<file path="config.mk">
export PLATFORM = sky130hd
export DESIGN_NAME = sorted_byte_list_core
export DESIGN_NICKNAME = d
export VERILOG_FILES = /design/src/rtl/sbl_pkg.sv /design/src/rtl/sbl_cell.sv /design/src/rtl/sorted_byte_list_core.sv
export VERILOG_INCLUDE_DIRS = /design/src /design/src/rtl
export SDC_FILE = /design/constraint.sdc
export NUM_CORES = 1
export LEC_CHECK = 0
export ABC_AREA = 1
export BUFFER_PORTS_ARGS = -buffer_cell sky130_fd_sc_hd__buf_2
export CAP_MARGIN = 40
export CORE_MARGIN = 2
export CORE_UTILIZATION = 55
export DETAILED_ROUTE_END_ITERATION = 8
export PLACE_DENSITY = 0.7
export SLEW_MARGIN = 5
export SYNTH_ARGS = -nofsm -noshare
export SYNTH_HDL_FRONTEND = slang
export SYNTH_SLANG_ARGS = --single-unit
</file>
<file path="constraint.sdc">
create_clock -name clk -period 5.4 [get_ports clk]
set_clock_uncertainty 0.2 [all_clocks]
set_input_delay 0 -clock clk [delete_from_list [all_inputs] [get_ports clk]]
set_output_delay 0 -clock clk [all_outputs]
set_load 0.05 [all_outputs]
</file>
<file path="src/rtl/sorted_byte_list_core_macros.svh">
// assertion macros used by sorted_byte_list_core
`ifndef SORTED_BYTE_LIST_CORE_MACROS_SVH
`define SORTED_BYTE_LIST_CORE_MACROS_SVH

// property that must hold at every clock edge out of reset
`define SBL_ASSERT(label, prop, msg) \
  label: assert property (@(posedge clk) disable iff (rst) (prop)) else $error(msg);

// condition that must never be seen out of reset
`define SBL_NEVER(label, cond, msg) \
  label: assert property (@(posedge clk) disable iff (rst) !(cond)) else $error(msg);

`endif

</file>
<file path="src/rtl/sbl_pkg.sv">
`timescale 1ns / 1ps

package sbl_pkg;

  localparam int DATA_W      = 8;
  localparam int COUNT_OUT_W = 5;
  localparam int CAPACITY    = 16;

  // operation codes
  typedef enum logic [1:0] {
    OP_INSERT = 2'd0,
    OP_REMOVE = 2'd1,
    OP_POP    = 2'd2,
    OP_NONE   = 2'd3
  } sbl_op_t;

  // result status codes
  typedef enum logic [1:0] {
    ST_OK       = 2'd0,
    ST_NO_MATCH = 2'd1,
    ST_EMPTY    = 2'd2,
    ST_FULL     = 2'd3
  } sbl_status_t;

  // input beat
  typedef struct packed {
    sbl_op_t                   func;
    logic signed [DATA_W-1:0]  value;
  } sbl_in_t;

  // result beat
  typedef struct packed {
    sbl_status_t                status;
    logic signed [DATA_W-1:0]   popped;
    logic [COUNT_OUT_W-1:0]     entry_count;
  } sbl_out_t;

  // shift commands broadcast to the cell row
  typedef struct packed {
    logic ins;
    logic rem;
    logic pop;
  } sbl_ctrl_t;

endpackage

</file>
<file path="src/rtl/sbl_cell.sv">
`timescale 1ns / 1ps

module sbl_cell (
  input  logic                               clk,
  input  sbl_pkg::sbl_ctrl_t                 ctrl,
  input  logic signed [sbl_pkg::DATA_W-1:0]  value,
  input  logic                               valid,
  input  logic                               left_lt,
  input  logic signed [sbl_pkg::DATA_W-1:0]  left_data,
  input  logic signed [sbl_pkg::DATA_W-1:0]  right_data,
  output logic signed [sbl_pkg::DATA_W-1:0]  data,
  output logic                               lt,
  output logic                               hit
);

  // held entry smaller than the operand; true for a prefix of the row
  assign lt  = valid && (data < value);

  // first entry not smaller than the operand, and equal to it
  assign hit = valid && !lt && left_lt && (data == value);

  // insert opens a gap at the boundary, remove and pop close one
  always_ff @(posedge clk) begin
    if (ctrl.ins && !lt) begin
      data <= left_lt ? value : left_data;
    end else if (ctrl.rem && !lt) begin
      data <= right_data;
    end else if (ctrl.pop) begin
      data <= right_data;
    end
  end

endmodule

</file>
<file path="src/rtl/sorted_byte_list_core.sv">
// result: done and the result beat are registered and appear in the cycle after the command is accepted
// throughput: one command per cycle, busy stays low outside reset
// the compare-and-shift row of cells settles insert, remove and pop in all cells in parallel
// results are never held back: done pulses for exactly one cycle per command
// reset: entry count and done clear, busy is high while rst is high
// cell contents are not cleared; only entries below the count are ever read
`timescale 1ns / 1ps

`include "sorted_byte_list_core_macros.svh"

module sorted_byte_list_core #(
  parameter int CAPACITY = sbl_pkg::CAPACITY
) (
  input  logic              clk,
  input  logic              rst,
  input  logic              start,
  output logic              busy,
  input  sbl_pkg::sbl_in_t  cmd,
  output logic              done,
  output sbl_pkg::sbl_out_t result
);

  localparam int CW = $clog2(CAPACITY + 1);

  logic [CW-1:0]      count;
  logic [CW-1:0]      count_next;
  logic               accept;
  sbl_pkg::sbl_ctrl_t ctrl;
  sbl_pkg::sbl_out_t  result_next;

  logic signed [sbl_pkg::DATA_W-1:0] cell_data [CAPACITY];
  logic [CAPACITY-1:0]               cell_lt;
  logic [CAPACITY-1:0]               cell_hit;
  logic                              found;

  assign busy   = rst;
  assign accept = start && !busy;
  assign found  = |cell_hit;

  // row of cells
  for (genvar i = 0; i < CAPACITY; i++) begin : g_cell
    logic                              left_lt;
    logic signed [sbl_pkg::DATA_W-1:0] left_data;
    logic signed [sbl_pkg::DATA_W-1:0] right_data;

    if (i == 0) begin : g_head
      assign left_lt   = 1'b1;
      assign left_data = cmd.value;
    end else begin : g_body
      assign left_lt   = cell_lt[i-1];
      assign left_data = cell_data[i-1];
    end

    if (i == CAPACITY - 1) begin : g_tail
      assign right_data = cell_data[i];
    end else begin : g_inner
      assign right_data = cell_data[i+1];
    end

    sbl_cell u_cell (
      .clk        (clk),
      .ctrl       (ctrl),
      .value      (cmd.value),
      .valid      (CW'(i) < count),
      .left_lt    (left_lt),
      .left_data  (left_data),
      .right_data (right_data),
      .data       (cell_data[i]),
      .lt         (cell_lt[i]),
      .hit        (cell_hit[i])
    );
  end

  // operation decode
  always_comb begin
    ctrl                    = '0;
    count_next              = count;
    result_next.status      = sbl_pkg::ST_OK;
    result_next.popped      = '0;
    unique case (cmd.func)
      sbl_pkg::OP_INSERT: begin
        if (count == CW'(CAPACITY)) begin
          result_next.status = sbl_pkg::ST_FULL;
        end else begin
          ctrl.ins   = accept;
          count_next = count + CW'(1);
        end
      end
      sbl_pkg::OP_REMOVE: begin
        if (found) begin
          ctrl.rem   = accept;
          count_next = count - CW'(1);
        end else begin
          result_next.status = sbl_pkg::ST_NO_MATCH;
        end
      end
      sbl_pkg::OP_POP: begin
        if (count == '0) begin
          result_next.status = sbl_pkg::ST_EMPTY;
        end else begin
          ctrl.pop           = accept;
          count_next         = count - CW'(1);
          result_next.popped = cell_data[0];
        end
      end
      default: begin
      end
    endcase
    result_next.entry_count = sbl_pkg::COUNT_OUT_W'(count_next);
  end

  // control state
  always_ff @(posedge clk) begin
    if (rst) begin
      count <= '0;
      done  <= 1'b0;
    end else begin
      done <= accept;
      if (accept) begin
        count <= count_next;
      end
    end
  end

  // result register
  always_ff @(posedge clk) begin
    if (accept) begin
      result <= result_next;
    end
  end

  `SBL_NEVER(a_count_range, count > CW'(CAPACITY), "entry count above capacity")
  `SBL_ASSERT(a_done_follows, done |-> $past(accept), "result beat without a command")
  `SBL_ASSERT(a_full_holds,
    (done && result.status == sbl_pkg::ST_FULL) |-> (count == CW'(CAPACITY)),
    "refused insert but list not full")
  `SBL_ASSERT(a_count_step,
    (done && result.status != sbl_pkg::ST_OK) |-> (count == $past(count)),
    "failed operation changed the count")

endmodule

</file>
### Yosys cells after proc, flatten, opt, wreduce, memory -nomap -nowiden

Cells that the tools add are included.

* bits in latches: 0
* memories: 0
* register bits after elaboration: 149
* bits in read-only memories: 0
* RAM bits: 0

* shift operators: 0
* $mul: 0
* mux-type cells: 74
* equality and inequality tests: 19
* add/sub/neg operators: 2
* reductions and logical operators: 131
* bitwise gates (word level): 1
* $lt $le $gt $ge: 32
* div/mod/pow operators: 0

Operator list (count)
* 8-bit two-way mux: 60
* 8-bit == test: 16
* 8-bit < comparator: 16
* 1-bit logical AND: 95
* 3-bit nonzero test: 15
* 4-bit by 5-bit < comparator with 1-bit output, first input constant: 8
* 3-bit by 5-bit < comparator with 1-bit output, first input constant: 4
* 1-bit zero test: 17
* 16-bit OR reduction: 1
* 5-bit two-way mux: 3
* 5-bit case mux with 3 select lines: 1
* 1-bit by 5-bit < comparator with 1-bit output, first input constant: 2
* 2-bit by 5-bit < comparator with 1-bit output, first input constant: 2
* 1-bit two-way mux: 7
* 2-bit case mux with 3 select lines: 1
* 5-bit by 1-bit adder with 5-bit output, second input constant: 1
* 5-bit == test, second input constant: 1
* 5-bit zero test: 1
* 5-bit by 1-bit subtractor with 5-bit output, second input constant: 1
* 2-bit two-way mux: 2
* 2-bit by 1-bit == test with 1-bit output, second input constant: 1
* 2-bit == test, second input constant: 1
* 2-bit zero test: 1
* 2-bit OR reduction: 1
* 1-bit NOT: 1

### Longest topological paths before layout

Gate-level depths: netlist of run 1.

* depth after elaboration: 12
* gate-level depth with buffers: 23
* gate-level depth less buffers: 23

### Modules after synthesis

From an unflattened synthesis of run 1, not the netlist that was laid out.

* cell total of the unflattened synthesis: 1757
* area total of the unflattened synthesis: 12938.7 µm²

By module, submodules not included
* sbl_cell: cells an instance 98, instances 16, area each 718.2 µm², seq. area each 240.2 µm²
* sorted_byte_list_core: cells an instance 189, instances 1, area each 1447.6 µm², seq. area each 570.5 µm²

### Worst setup path after synthesis of run 1

Ideal clock, no wire load.

* path kind: input port to flip-flop
* start point: input cmd[7] in the netlist's numbering
* end point: register g_cell[4].u_cell.data[0] in the netlist's numbering (enable)
* setup time: 0.337 ns
* data arrival time: 2.728 ns
* path slack: 2.136 ns
* stages on the path: 18
* data required time: 4.863 ns
* cells stage by stage: inv_1 clkbuf_1 ha_1 a21o_1 nor2_1 nand2_1 nand2_1 nand3_1 nor2_1 nor2_1 nand2_2 nor2_8 nand2_4 nand2_2 nor2_4 buf_6 nand2_1 nand3_1

* cells in the longest elaborated chain, start to end: 11

RTL lines
* from (decl): RTL line sorted_byte_list_core.sv:18 `input sbl_pkg::sbl_in_t cmd,`
* 8-bit < comparator: RTL line sbl_cell.sv:17 `assign lt = valid && (data < value);`
* 1-bit logical AND: RTL line sbl_cell.sv:17
* 1-bit zero test (on tied branches): RTL line sbl_cell.sv:20, sbl_cell.sv:24, sbl_cell.sv:26
* 1-bit logical AND (3 in series): RTL line sbl_cell.sv:20 `assign hit = valid && !lt && left_lt && (data == value);`
* 16-bit OR reduction: RTL line sorted_byte_list_core.sv:38 `assign found = |cell_hit;`
* 1-bit two-way mux: RTL line sorted_byte_list_core.sv:90 `if (found) begin`
* 1-bit two-way mux: RTL line sorted_byte_list_core.sv:80 `unique case (cmd.func)`
* 1-bit logical AND: RTL line sbl_cell.sv:26 `end else if (ctrl.rem && !lt) begin`
* 3-bit nonzero test (no line) *
* to (signal assigned): RTL line sbl_cell.sv:25 `data <= left_lt ? value : left_data;`
* to (signal assigned): RTL line sbl_cell.sv:27 `data <= right_data;`
* to (signal assigned): RTL line sbl_cell.sv:29 `data <= right_data;`
* to (decl): RTL line sbl_cell.sv:11 `output logic signed [sbl_pkg::DATA_W-1:0] data,`

Mark *: on every way between the ends. The rest lies on a longest branch, timed or not.
A chain may end at the register's enable or synchronous reset.

### Worst setup path in the final report of run 1

* start point: input cmd[5] in the netlist's numbering
* end point: register g_cell[10].u_cell.data[5] in the netlist's numbering (enable)

* cells in the longest elaborated chain, start to end: 11

RTL lines (RTL line)
* 8-bit < comparator: sbl_cell.sv:17
* 1-bit logical AND: sbl_cell.sv:17
* 1-bit zero test (on tied branches): sbl_cell.sv:20, sbl_cell.sv:24, sbl_cell.sv:26
* 1-bit logical AND (3 in series): sbl_cell.sv:20
* 16-bit OR reduction: sorted_byte_list_core.sv:38
* 1-bit two-way mux: sorted_byte_list_core.sv:90
* 1-bit two-way mux: sorted_byte_list_core.sv:80
* 1-bit logical AND: sbl_cell.sv:26
* 3-bit nonzero test (no line) *
* to (signal assigned): sbl_cell.sv:25
* to (signal assigned): sbl_cell.sv:27
* to (signal assigned): sbl_cell.sv:29
* to (decl): sbl_cell.sv:11

Marked as above.

==> qor.tcl, run 1 <==
set qor(seq_area_frac_synth) 0.3828
set qor(timing.hold.worst_endpoint) {g_cell[5].u_cell.data[3]}
set qor(post-layout-total-power_uw) 3158
set qor(placed_cells_incl_taps) 1735
set qor(pin_count) 30
set qor(fraction_of_post_synthesis_cell_area_in_the_top_cell_type_by_area) 0.3724
set qor(ys_top_cells_by_area) {sky130_fd_sc_hd__edfxtp_1, sky130_fd_sc_hd__ha_1, sky130_fd_sc_hd__nand2_1, sky130_fd_sc_hd__o21ai_0, sky130_fd_sc_hd__inv_1}
set qor(critical_path_peak_fanout) 18
set qor(cts.reportedPaths.clkPinSlew_ps) 60
set qor(worst-slew-pin-transition_ps) 917.1
set qor(cp_cell_sequence) {dlygate4sd3_1, buf_2, inv_1, buf_4, ha_1, a21oi_1, nor2_1, nor2_1, nand3_1, nand2_1, nand2_1, nor2_1, nor2_1, nand2_1, nor2_4, nand2_4, nand2_2, nor2_4, nand2_1, nand3_1}
set qor(y_dimension_of_the_die_um) 148.8
set qor(final_cells) 1774
set qor(cts.path.max_buffers) 2
set qor(min_period_ps) 4445
set qor(cts_buffers) 17
set qor(setup-violations-final) 0
set qor(routed_via_density) 5.855
set qor(firstDrtPassIters) 5
set qor(drc_errors) 0
set qor(synth_cells) 1465
set qor(antenna_found_initial) 0
set qor(crit_path_start_kind) {primary input}
set qor(post_synth_most_frequent_cells) {sky130_fd_sc_hd__nand2_1, sky130_fd_sc_hd__o21ai_0, sky130_fd_sc_hd__inv_1}
set qor(coreArea_sq_um) 20430
set qor(clock_sink_count) 149
set qor(fraction_of_layout_instances_using_a_drive_strength_above_1) 0.07846
set qor(synthesis.nets) 1610
set qor(cp-startpoint) {cmd[5]}
set qor(report.final.slew_viol_count) 0
set qor(post_synth_xor_area_fraction) 0.002278
set qor(grt_first_pass_wirelength_um) 52140
set qor(finalNetCount) 1636
set qor(crit_path_end_kind) {flip-flop}
set qor(postCtsSetupBuffers) 0
set qor(syn-mean-instance-area_sq_um) 7.872
set qor(grt_remaining_overflow) 0
set qor(drtIter0Drc) 1084
set qor(finalHoldViolations) 0
set qor(die_w_um) 148.8
set qor(clock-root-buffer) {sky130_fd_sc_hd__clkbuf_16}
set qor(critPathMaxStageDelay_ps) 550
set qor(fin_ws_ps) 954.7
set qor(power_density_nw_per_um2) 250.0
set qor(num_rows) 52
set qor(number_of_distinct_library_cells_after_synthesis) 42
set qor(synth_ff_type) {sky130_fd_sc_hd__edfxtp_1}
set qor(starting_density) 0.5645
set qor(worst_path_dominant_cell_family) {simple AND/OR/NAND/NOR gates}
set qor(max_cap_viol_count) 0
set qor(yosys.area_share.simple) 0.2000
set qor(routabilityCongestion) 0.9074
set qor(yosysWarnings) 0
set qor(ant_nets) 0
set qor(setup.reg_to_reg.worst_slack_ps) 1440
set qor(leakagePower_uw) 0.005896
set qor(mappedNetlistArea_sq_um) 11530
set qor(critical_path_class) {in2reg}
set qor(worstPathArrival_ps) 4340
set qor(fillers) 1781
set qor(synth_adder_area_share) 0.1432
set qor(timing.hold.worst.start) {cmd[3]}
set qor(h_tree_level_count) 4
set qor(largest_net_degree_at_the_start_of_global_routing) 25
set qor(worst_path_max_delay_cell) {sky130_fd_sc_hd__dlygate4sd3_1}
set qor(rsz0062_at_grt) {no}
set qor(compound_gate_fraction_of_synth_area) 0.1836
set qor(placement.cell_area_sq_um) 11980
set qor(rr_worst_depth) 14
set qor(port-buffer-count) 29
set qor(grt_use_total) 0.3106
set qor(vdd_ir_drop_max_uv) 226.8
set qor(synth_top_family_by_area) {simple AND/OR/NAND/NOR gates}
set qor(muxShareOfSynthArea) 0
set qor(timing.max_slew.rel_slack) 0.3871
set qor(maxClockFrequency_mhz) 225.0
set qor(synth.most_common_cell) {sky130_fd_sc_hd__nand2_1}
set qor(area.growth.synth_to_final_pct) 9.515
set qor(worstReg2RegStart) {count[4]}
set qor(yosys_register_bits) 149
set qor(yosysTopAreaCell) {sky130_fd_sc_hd__edfxtp_1}
set qor(wl_per_cell_um) 18.92
set qor(via_count_of_the_first_global_routing_pass) 9720
set qor(period_share) 0.8232
set qor(synth-edff-count) 143
set qor(timing.rr.end) {g_cell[10].u_cell.data[5]}
set qor(finalWirelength_um) 33570
set qor(detailedPlace.worstSlack_ps) 1174
set qor(status) {finished clean}
set qor(synthArstFlopShare) 0
set qor(setup-tns-final_ps) 0
set qor(hpwlAfterDp_um) 24730
set qor(cp_buf_inv_count) 4
set qor(holdPathStages) 3
set qor(die-area_sq_um) 22140
set qor(hold_path_class) {in2reg}
set qor(tritoncts_clock_tree) {built}
set qor(final_cell_area_sq_um) 12630
set qor(insertion_delay_ps) 430
set qor(vias) 10390
set qor(required_time_worst_endpoint_ps) 5290
set qor(num_antenna_cells) 0
registers in the layout (all words and copies together) (netlist names):
| name | flops |
|---|---|
| g_cell.u_cell.data | 128 |
| result | 15 |
| done | 1 |
| count | 5 |
cell families (layout without fill, tap and decap cells):
group / count (synthesis) / count (layout)
fa+ha+maj: 132 / 132
simple gates: 524 / 524
flops: 149 / 149
compound gates: 399 / 399
buf+inv: 258 / 297
xor+xnor: 3 / 3
placed cells by master, fill, tap and decap left out, types with 7 or more instances in the layout:
cell type                       synthesis  layout
sky130_fd_sc_hd__inv_2                  8       8
sky130_fd_sc_hd__inv_1                207     207
sky130_fd_sc_hd__edfxtp_1             143     143
sky130_fd_sc_hd__nand4_1               19      19
sky130_fd_sc_hd__nor2_1                98      98
sky130_fd_sc_hd__o21ai_0              215     215
sky130_fd_sc_hd__nand3_2                7       7
sky130_fd_sc_hd__clkbuf_16              0      17
sky130_fd_sc_hd__nand2_2               10      10
sky130_fd_sc_hd__o21bai_1               8       8
sky130_fd_sc_hd__buf_2                 12      29
sky130_fd_sc_hd__a21oi_1              141     141
sky130_fd_sc_hd__nand3_1               52      52
sky130_fd_sc_hd__nand2_1              316     316
sky130_fd_sc_hd__dlygate4sd3_1          0       7
sky130_fd_sc_hd__o21a_1                 9       9
sky130_fd_sc_hd__ha_1                 132     132
tightest hold or removal path: stages:
cell                      delay [ps]
sky130_fd_sc_hd__buf_2           330
sky130_fd_sc_hd__o21ai_0         150
sky130_fd_sc_hd__o21ai_0          70
layout make-up:
class | instances | area, sq um | area share
timing repair buffer | 47 | 372.9 | 0.02952
inverter | 218 | 822.0 | 0.06509
tap | 270 | 337.8 | 0.02675
multi-input combinational | 1058 | 6101 | 0.4831
clock inverter | 8 | 100.1 | 0.007926
clock buffer | 24 | 481.7 | 0.03814
sequential | 149 | 4414 | 0.3495
where the power goes:
part | leakage (uW) | switching [uW] | total (uW) | internal, uW
Clock | 0.000274 | 474 | 1190 | 716
Combinational | 0.00426 | 428 | 606 | 179
Sequential | 0.00136 | 37.6 | 1360 | 1320
Total | 0.00590 | 939 | 3160 | 2220
how the worst max path moves through the flow:
stage,endpoint,cells past startpoint
finish,g_cell[10].u_cell.data[5],20
global route,g_cell[2].u_cell.data[1],20
CTS,g_cell[10].u_cell.data[2],19
detailed placement,g_cell[3].u_cell.data[0],19
global placement,g_cell[2].u_cell.data[7],21
floorplan,g_cell[4].u_cell.data[0],18
metal layers:
layer,up-vias,wire length [um],track usage
met5,-,0,0
met4,0,1085,0.1162
met3,81,3133,0.05933
met2,527,14840,0.4882
met1,4744,14510,0.4292
li1,5035,-,-
per-stage QoR:
step / hold slack (ps) / utilization
floorplan: -127.6 / -
global placement: 40.44 / 0.5808
detailed placement: 44.01 / 0.5863
CTS: 2.162 / 0.6182
global route: 32.99 / 0.6182
finish: 39.96 / 0.6182
repair_timing:
action / 4_1_cts / 5_1_grt
resized for setup: 0 / 0
hold buffers: 7 / 0
hold endpoints to repair: 31 / 0
Power figures use the tool's default switching activity.
==> run 2, diff against run 1 <==
--- a/config.mk
+++ b/config.mk
@@ -6,13 +6,13 @@
 export SDC_FILE = /design/constraint.sdc
 export NUM_CORES = 1
 export LEC_CHECK = 0
-export ABC_AREA = 1
+export ABC_AREA = 0
 export BUFFER_PORTS_ARGS = -buffer_cell sky130_fd_sc_hd__buf_2
 export CAP_MARGIN = 40
 export CORE_MARGIN = 2
 export CORE_UTILIZATION = 55
 export DETAILED_ROUTE_END_ITERATION = 8
-export PLACE_DENSITY = 0.7
+export PLACE_DENSITY = 0.72
 export SLEW_MARGIN = 5
 export SYNTH_ARGS = -nofsm -noshare
 export SYNTH_HDL_FRONTEND = slang
==> constraint.sdc (replaced) <==
create_clock -name clk -period 4 [get_ports clk]
set_clock_uncertainty 0.2 [all_clocks]
set_input_delay 0 -clock clk [delete_from_list [all_inputs] [get_ports clk]]
set_output_delay 0 -clock clk [all_outputs]
set_load 0.05 [all_outputs]
==> qor.tcl, run 2 <==
set qor(clock-root-buffer) {sky130_fd_sc_hd__clkbuf_16}
set qor(mappedNetlistArea_sq_um) 11110 ;# -3.6%
set qor(firstDrtPassIters) 5 ;# unchanged
set qor(synthesis.nets) 1328 ;# -18%
set qor(antenna_found_initial) 0 ;# unchanged
set qor(crit_path_end_kind) {flip-flop}
set qor(critical_path_peak_fanout) 10 ;# -8
set qor(setup-tns-final_ps) 0 ;# unchanged
set qor(largest_net_degree_at_the_start_of_global_routing) 18 ;# -28%
set qor(leakagePower_uw) 0.005334 ;# -9.5%
set qor(critical_path_class) {in2reg}
set qor(hold_path_class) {in2reg}
set qor(routed_via_density) 6.189 ;# +5.7%
set qor(finalHoldViolations) 0 ;# unchanged
set qor(pin_count) 30 ;# unchanged
set qor(largest_reg_flops) 128 ;# unchanged
set qor(seq_area_frac_synth) 0.3973 ;# +0.01448
set qor(clock_sink_count) 149 ;# unchanged
set qor(period_share) 0.9645
set qor(fraction_of_layout_instances_using_a_drive_strength_above_1) 0.1531 ;# +0.07461
set qor(timing.max_slew.rel_slack) 0.3945 ;# +0.007353
set qor(cts.path.max_buffers) 2 ;# unchanged
set qor(power_density_nw_per_um2) 325.9 ;# +30%
set qor(worstPathArrival_ps) 3830 ;# -510 ps
set qor(yosysWarnings) 0 ;# unchanged
set qor(cts.reportedPaths.clkPinSlew_ps) 60 ;# about the same
set qor(max_cap_viol_count) 0 ;# unchanged
set qor(wl_per_cell_um) 21.20 ;# +12%
set qor(yosysTopAreaCell) {sky130_fd_sc_hd__edfxtp_1}
set qor(synthArstFlopShare) 0 ;# unchanged
set qor(area.growth.synth_to_final_pct) 16.44
set qor(grt_remaining_overflow) 0 ;# unchanged
set qor(coreArea_sq_um) 19650 ;# -3.8%
set qor(num_antenna_cells) 0 ;# unchanged
set qor(min_period_ps) 3858
set qor(routabilityCongestion) 0.9094 ;# +0.22%
set qor(synth_cells) 1183 ;# -19%
set qor(number_of_distinct_library_cells_after_synthesis) 78 ;# +86%
set qor(leading_cell_type_in_the_layout_fill_and_taps_excluded) {sky130_fd_sc_hd__nand2_1}
set qor(ys_top_cells_by_area) {sky130_fd_sc_hd__edfxtp_1, sky130_fd_sc_hd__ha_1, sky130_fd_sc_hd__mux2i_1, sky130_fd_sc_hd__o21ai_0, sky130_fd_sc_hd__nand2_1}
set qor(vdd_ir_drop_max_uv) 303.6 ;# +34%
set qor(cts_buffers) 17 ;# unchanged
set qor(crit_path_start_kind) {primary input}
set qor(finalWirelength_um) 32900 ;# -2.0%
set qor(via_count_of_the_first_global_routing_pass) 9246 ;# -4.9%
set qor(finalNetCount) 1419 ;# -13%
set qor(required_time_worst_endpoint_ps) 3970 ;# -1320 ps
set qor(yosys_register_bits) 149 ;# unchanged
set qor(synth-edff-count) 143 ;# unchanged
set qor(tritoncts_clock_tree) {built}
set qor(grt_first_pass_wirelength_um) 50880 ;# -2.4%
set qor(hpwlAfterDp_um) 24260 ;# -1.9%
set qor(setup-violations-final) 0 ;# unchanged
set qor(largestRegisters) {g_cell.u_cell.data: 128 flops, result: 15 flops, count: 5 flops}
set qor(rsz0062_at_grt) {no}
set qor(die_w_um) 146.1 ;# -1.8%
set qor(num_rows) 51 ;# -1.9%
set qor(ant_nets) 0 ;# unchanged
set qor(top_register) {g_cell.u_cell.data}
set qor(placement.cell_area_sq_um) 12110 ;# +1.1%
set qor(grt_use_total) 0.3089 ;# -0.001701
set qor(mostFrequentLayoutCells) {sky130_fd_sc_hd__nand2_1, sky130_fd_sc_hd__edfxtp_1, sky130_fd_sc_hd__ha_1, sky130_fd_sc_hd__o21ai_0, sky130_fd_sc_hd__a21oi_1}
set qor(drtIter0Drc) 826 ;# -24%
set qor(status) {finished clean}
set qor(synth_ff_type) {sky130_fd_sc_hd__edfxtp_1}
set qor(fraction_of_post_synthesis_cell_area_in_the_top_cell_type_by_area) 0.3864 ;# +0.01409
set qor(starting_density) 0.5654 ;# +0.0008903
set qor(report.final.slew_viol_count) 0 ;# unchanged
set qor(synth.most_common_cell) {sky130_fd_sc_hd__nand2_1}
set qor(final_cell_area_sq_um) 12940 ;# +2.4%
set qor(syn-mean-instance-area_sq_um) 9.393 ;# +19%
set qor(die-area_sq_um) 21360 ;# -3.5%
set qor(drc_errors) 0 ;# unchanged
set qor(port-buffer-count) 29 ;# unchanged
set qor(insertion_delay_ps) 440 ;# about the same
set qor(worst-slew-pin-transition_ps) 902.3 ;# -14.86 ps
set qor(h_tree_level_count) 4 ;# unchanged
set qor(maxClockFrequency_mhz) 259.2
set qor(post_synth_most_frequent_cells) {sky130_fd_sc_hd__nand2_1, sky130_fd_sc_hd__edfxtp_1, sky130_fd_sc_hd__ha_1}
set qor(y_dimension_of_the_die_um) 146.1 ;# -1.8%
set qor(vias) 9606 ;# -7.5%
-- run 2: cell types whose count changed after synthesis, sizes merged, moves of 9 or more --
cell    delta
inv      -164
nand2    -164
nor3       +9
nand2b    +20
a21oi     -36
and2       +9
o21ai     -84
nor2b     +15
nor2      -16
mux2      +10
nand3     -51
mux2i     +83
clkbuf    +23
-- run 2: layout make-up --
cell class              instances  area, sq um
repair buffers                128         1022
inverters                      52        195.2
clock buffers                  17        425.4
clock inverters                15        191.4
fillers                      1597         6715
flip-flops and latches        149         4414
well taps                     265        331.6
multi-input cells             926         6359
-- run 2: final timing paths --
kind	start	to	slack (ps)	depth (start not counted)
setup / recovery	cmd[5]	g_cell[7].u_cell.data[3]	140	14
hold / removal	cmd[3]	g_cell[15].u_cell.data[3]	50	3
setup reg to reg	g_cell[11].u_cell.data[6]	g_cell[7].u_cell.data[3]	170	10
hold reg to reg	g_cell[4].u_cell.data[0]	g_cell[3].u_cell.data[0]	360	2
-- run 2: cell families (layout without fill, tap and decap cells) --
logic type,after synthesis,after routing,synth area share
fa+ha+maj,132,132,0.1486
compound gates,325,325,0.1728
mux,93,93,0.08490
xor+xnor,4,4,0.003153
buf+inv,108,212,0.03952
flops,149,149,0.3973
simple gates,372,372,0.1537
-- run 2: metal layers --
metal | wire (um) | vias up | global-route usage
met5 | 0 | - | 0
met4 | 1304 | 0 | 0.1180
met3 | 3275 | 91 | 0.06438
met2 | 14510 | 485 | 0.4778
met1 | 13810 | 4471 | 0.4289
li1 | - | 4559 | -
-- run 2: power by group --
| part | switching [uW] | internal (uW) |
|---|---|---|
| clock network | 724 | 999 |
| registers | 38.9 | 1760 |
| logic | 438 | 262 |
-- run 2: timing repair --
item / CTS / global route
hold buffers: 9 / 0
endpoints found under the setup margin: 28 / 121
pin swaps: 0 / 1
buffers inserted: 0 / 0
hold endpoints to repair: 19 / 0
resized for setup: 4 / 18
-- run 2: per-stage QoR --
stage / std cells / util / setup slack [ps] / hold slack, ps / power [uW]
after floorplan: 1183 / - / 271.5 / -32.95 / 2251
after global placement: 1507 / 0.6150 / 102.6 / 158.6 / 2471
after detailed placement: 1510 / 0.6162 / 6.540 / 153.7 / 2487
after CTS: 1551 / 0.6530 / 10.06 / 6.323 / 4188
after global routing: 1552 / 0.6583 / 15.52 / 17.03 / 4360
final: 1552 / 0.6583 / 141.9 / 46.66 / 4217
-- run 2: critical path: stages --
cell,delay (ps)
sky130_fd_sc_hd__dlygate4sd3_1,530
sky130_fd_sc_hd__buf_2,130
sky130_fd_sc_hd__inv_1,150
sky130_fd_sc_hd__buf_12,170
sky130_fd_sc_hd__ha_1,250
sky130_fd_sc_hd__nand3_1,150
sky130_fd_sc_hd__nor2_1,100
sky130_fd_sc_hd__o41ai_1,570
sky130_fd_sc_hd__o221ai_2,160
sky130_fd_sc_hd__or4_4,560
sky130_fd_sc_hd__o41ai_2,440
sky130_fd_sc_hd__a2111o_2,220
sky130_fd_sc_hd__buf_4,240
sky130_fd_sc_hd__a21oi_2,140
==> run 3, diff against run 2 <==
--- a/config.mk
+++ b/config.mk
@@ -6,7 +6,7 @@
 export SDC_FILE = /design/constraint.sdc
 export NUM_CORES = 1
 export LEC_CHECK = 0
-export ABC_AREA = 0
+export ABC_AREA = 1
 export BUFFER_PORTS_ARGS = -buffer_cell sky130_fd_sc_hd__buf_2
 export CAP_MARGIN = 40
 export CORE_MARGIN = 2
==> qor.tcl, run 3 (same netlist as run 1, synthesis figures left out) <==
set qor(finalHoldViolations) 0 ;# unchanged
set qor(clock-root-buffer) {sky130_fd_sc_hd__clkbuf_16}
set qor(vias) 10480 ;# +9.1%
set qor(finalWirelength_um) 33550 ;# +2.0%
set qor(hold_path_class) {in2reg}
set qor(crit_path_start_kind) {primary input}
set qor(area_of_the_multi_input_gates_sq_um) 6101 ;# -4.1%
set qor(fin_ws_ps) 423.1 ;# +281.2 ps
set qor(max_cap_viol_count) 0 ;# unchanged
set qor(leakagePower_uw) 0.006051 ;# +13%
set qor(grt_remaining_overflow) 0 ;# unchanged
set qor(routed_via_density) 5.792 ;# -6.4%
set qor(via_count_of_the_first_global_routing_pass) 9882 ;# +6.9%
set qor(maxClockFrequency_mhz) 279.6 ;# +7.9%
set qor(drtIter0Drc) 1061 ;# +28%
set qor(fraction_of_layout_instances_using_a_drive_strength_above_1) 0.1001 ;# -0.05300
set qor(pin_count) 30 ;# unchanged
set qor(leading_cell_type_in_the_layout_fill_and_taps_excluded) {sky130_fd_sc_hd__nand2_1}
set qor(firstDrtPassIters) 6 ;# +1
set qor(wl_per_cell_um) 18.54 ;# -13%
set qor(drc_errors) 0 ;# unchanged
set qor(cts.path.max_buffers) 2 ;# unchanged
set qor(mostFrequentLayoutCells) {sky130_fd_sc_hd__nand2_1, sky130_fd_sc_hd__o21ai_0, sky130_fd_sc_hd__inv_1, sky130_fd_sc_hd__edfxtp_1, sky130_fd_sc_hd__a21oi_1}
set qor(die-area_sq_um) 22140 ;# +3.7%
set qor(detailedPlace.worstSlack_ps) 584.9 ;# +578.4 ps
set qor(vdd_ir_drop_max_uv) 276.0 ;# -9.1%
set qor(cts_buffers) 17 ;# unchanged
set qor(ant_nets) 0 ;# unchanged
set qor(grt_use_total) 0.3119 ;# +0.003031
set qor(period_share) 0.8942 ;# -0.07029
set qor(starting_density) 0.5645 ;# -0.0008903
set qor(flip_flop_and_latch_area_sq_um) 4414 ;# unchanged
set qor(critical_path_peak_fanout) 8 ;# -2
set qor(setup-tns-final_ps) 0 ;# unchanged
set qor(min_period_ps) 3577 ;# -281.2 ps
set qor(num_antenna_cells) 0 ;# unchanged
set qor(routabilityCongestion) 0.9604 ;# +5.6%
set qor(setup-violations-final) 0 ;# unchanged
set qor(rsz0062_at_grt) {no}
set qor(fillers) 1808 ;# +13%
set qor(finalNetCount) 1671 ;# +18%
set qor(largestRegisters) {g_cell.u_cell.data: 128 flops, result: 15 flops, count: 5 flops}
set qor(clock_sink_count) 149 ;# unchanged
set qor(tritoncts_clock_tree) {built}
set qor(crit_path_end_kind) {flip-flop}
set qor(timing.max_slew.rel_slack) 0.4497 ;# +0.05529
set qor(y_dimension_of_the_die_um) 148.8 ;# +1.8%
set qor(port-buffer-count) 29 ;# unchanged
set qor(largest_net_degree_at_the_start_of_global_routing) 26 ;# +8
set qor(required_time_worst_endpoint_ps) 3880 ;# -90 ps
set qor(grt_first_pass_wirelength_um) 52540 ;# +3.3%
set qor(worst-slew-pin-transition_ps) 825.4 ;# -76.87 ps
set qor(largest_reg_flops) 128 ;# unchanged
set qor(die_w_um) 148.8 ;# +1.8%
set qor(h_tree_level_count) 4 ;# unchanged
set qor(worstPathArrival_ps) 3460 ;# -370 ps
set qor(area.growth.synth_to_final_pct) 11.61
set qor(critical_path_class) {in2reg}
set qor(status) {finished clean}
set qor(antenna_found_initial) 0 ;# unchanged
set qor(power_density_nw_per_um2) 338.5 ;# +3.9%
set qor(coreArea_sq_um) 20430 ;# +3.9%
set qor(hpwlAfterDp_um) 25030 ;# +3.1%
set qor(insertion_delay_ps) 440 ;# about the same
set qor(cts.reportedPaths.clkPinSlew_ps) 70 ;# about the same
set qor(report.final.slew_viol_count) 0 ;# unchanged
set qor(num_rows) 52 ;# +2.0%
set qor(top_register) {g_cell.u_cell.data}
## run 3: cell count changes in the layout (fill, tap and decap cells not counted), sizes merged, moves of 9 or more
| cell | previous run | this run |
|---|---|---|
| nand2 | 164 | 328 |
| inv | 60 | 220 |
| buf | 119 | 72 |
| o21ai | 136 | 220 |
| nand3 | 12 | 63 |
| nor2 | 91 | 107 |
| nor2b | 15 | 0 |
| nand2b | 20 | 0 |
| mux2i | 83 | 0 |
| a21oi | 107 | 143 |
| mux2 | 10 | 0 |
| nor3 | 11 | 2 |
| and2 | 10 | 1 |
## run 3: timing repair
item                                    in CTS  in global routing
setup buffers                                0                  0
hold buffers                                10                  0
endpoints found under the setup margin       0                  0
hold endpoints to repair                    42                  0
resized for setup                            0                  0
## run 3: critical path, cell delays in order
cell	delay (ps)
sky130_fd_sc_hd__dlygate4sd3_1	560
sky130_fd_sc_hd__buf_2	150
sky130_fd_sc_hd__inv_1	290
sky130_fd_sc_hd__buf_4	260
sky130_fd_sc_hd__ha_1	260
sky130_fd_sc_hd__a21oi_1	150
sky130_fd_sc_hd__nor2_1	60
sky130_fd_sc_hd__nor2_1	150
sky130_fd_sc_hd__nand2_1	80
sky130_fd_sc_hd__nand2_1	110
sky130_fd_sc_hd__nand2_1	70
sky130_fd_sc_hd__nand2_1	60
sky130_fd_sc_hd__nor2_1	50
sky130_fd_sc_hd__nor2_1	120
sky130_fd_sc_hd__nand2_1	100
sky130_fd_sc_hd__nor2_4	170
sky130_fd_sc_hd__nand2_4	90
sky130_fd_sc_hd__nand2_2	100
sky130_fd_sc_hd__nor2_4	50
sky130_fd_sc_hd__buf_12	140
sky130_fd_sc_hd__nand2_1	90
sky130_fd_sc_hd__nand3_1	310
## run 3: worst paths after layout
kind                             startpoint                         to  slack (ps)  depth (start not counted)
setup / recovery                     cmd[5]   g_cell[7].u_cell.data[1]         420                         22
hold / removal                       cmd[4]  g_cell[14].u_cell.data[4]          70                          3
setup reg to reg   g_cell[5].u_cell.data[7]   g_cell[7].u_cell.data[1]         660                         16
hold reg to reg   g_cell[15].u_cell.data[6]  g_cell[14].u_cell.data[6]         380                          2
## run 3: routing by layer
metal	vias up	part of all wire	track usage
met5	-	0	0
met1	4784	0.42	0.4241
met4	0	0.031	0.1043
li1	5105	-	-
met2	503	0.46	0.5111
met3	86	0.093	0.05046
## run 3: final cells by class
type,count,area share
multi-input combinational,1058,0.4740
sequential,149,0.3430
inverter,218,0.06387
timing repair buffer,82,0.04608
clock buffer,17,0.03305
tap,270,0.02625
clock inverter,15,0.01380
## run 3: report_power, final
part	switching [uW]	internal, uW	total, uW
registers	45.6	1790	1830
logic	583	268	851
clock network	688	985	1670
## run 3: metrics by stage
| stage | cell area [sq um] | power (uW) | util | hold slack, ps | std cells |
|---|---|---|---|---|---|
| after floorplan | 11530 | 2435 | - | -127.6 | 1465 |
| after global placement | 12170 | 2665 | 0.5956 | 36.49 | 1767 |
| after detailed placement | 12170 | 2686 | 0.5956 | 38.42 | 1767 |
| after CTS | 12870 | 4341 | 0.6300 | 15.07 | 1809 |
| after global routing | 12870 | 4535 | 0.6300 | 69.74 | 1809 |
| final | 12870 | 4357 | 0.6300 | 66.56 | 1809 |
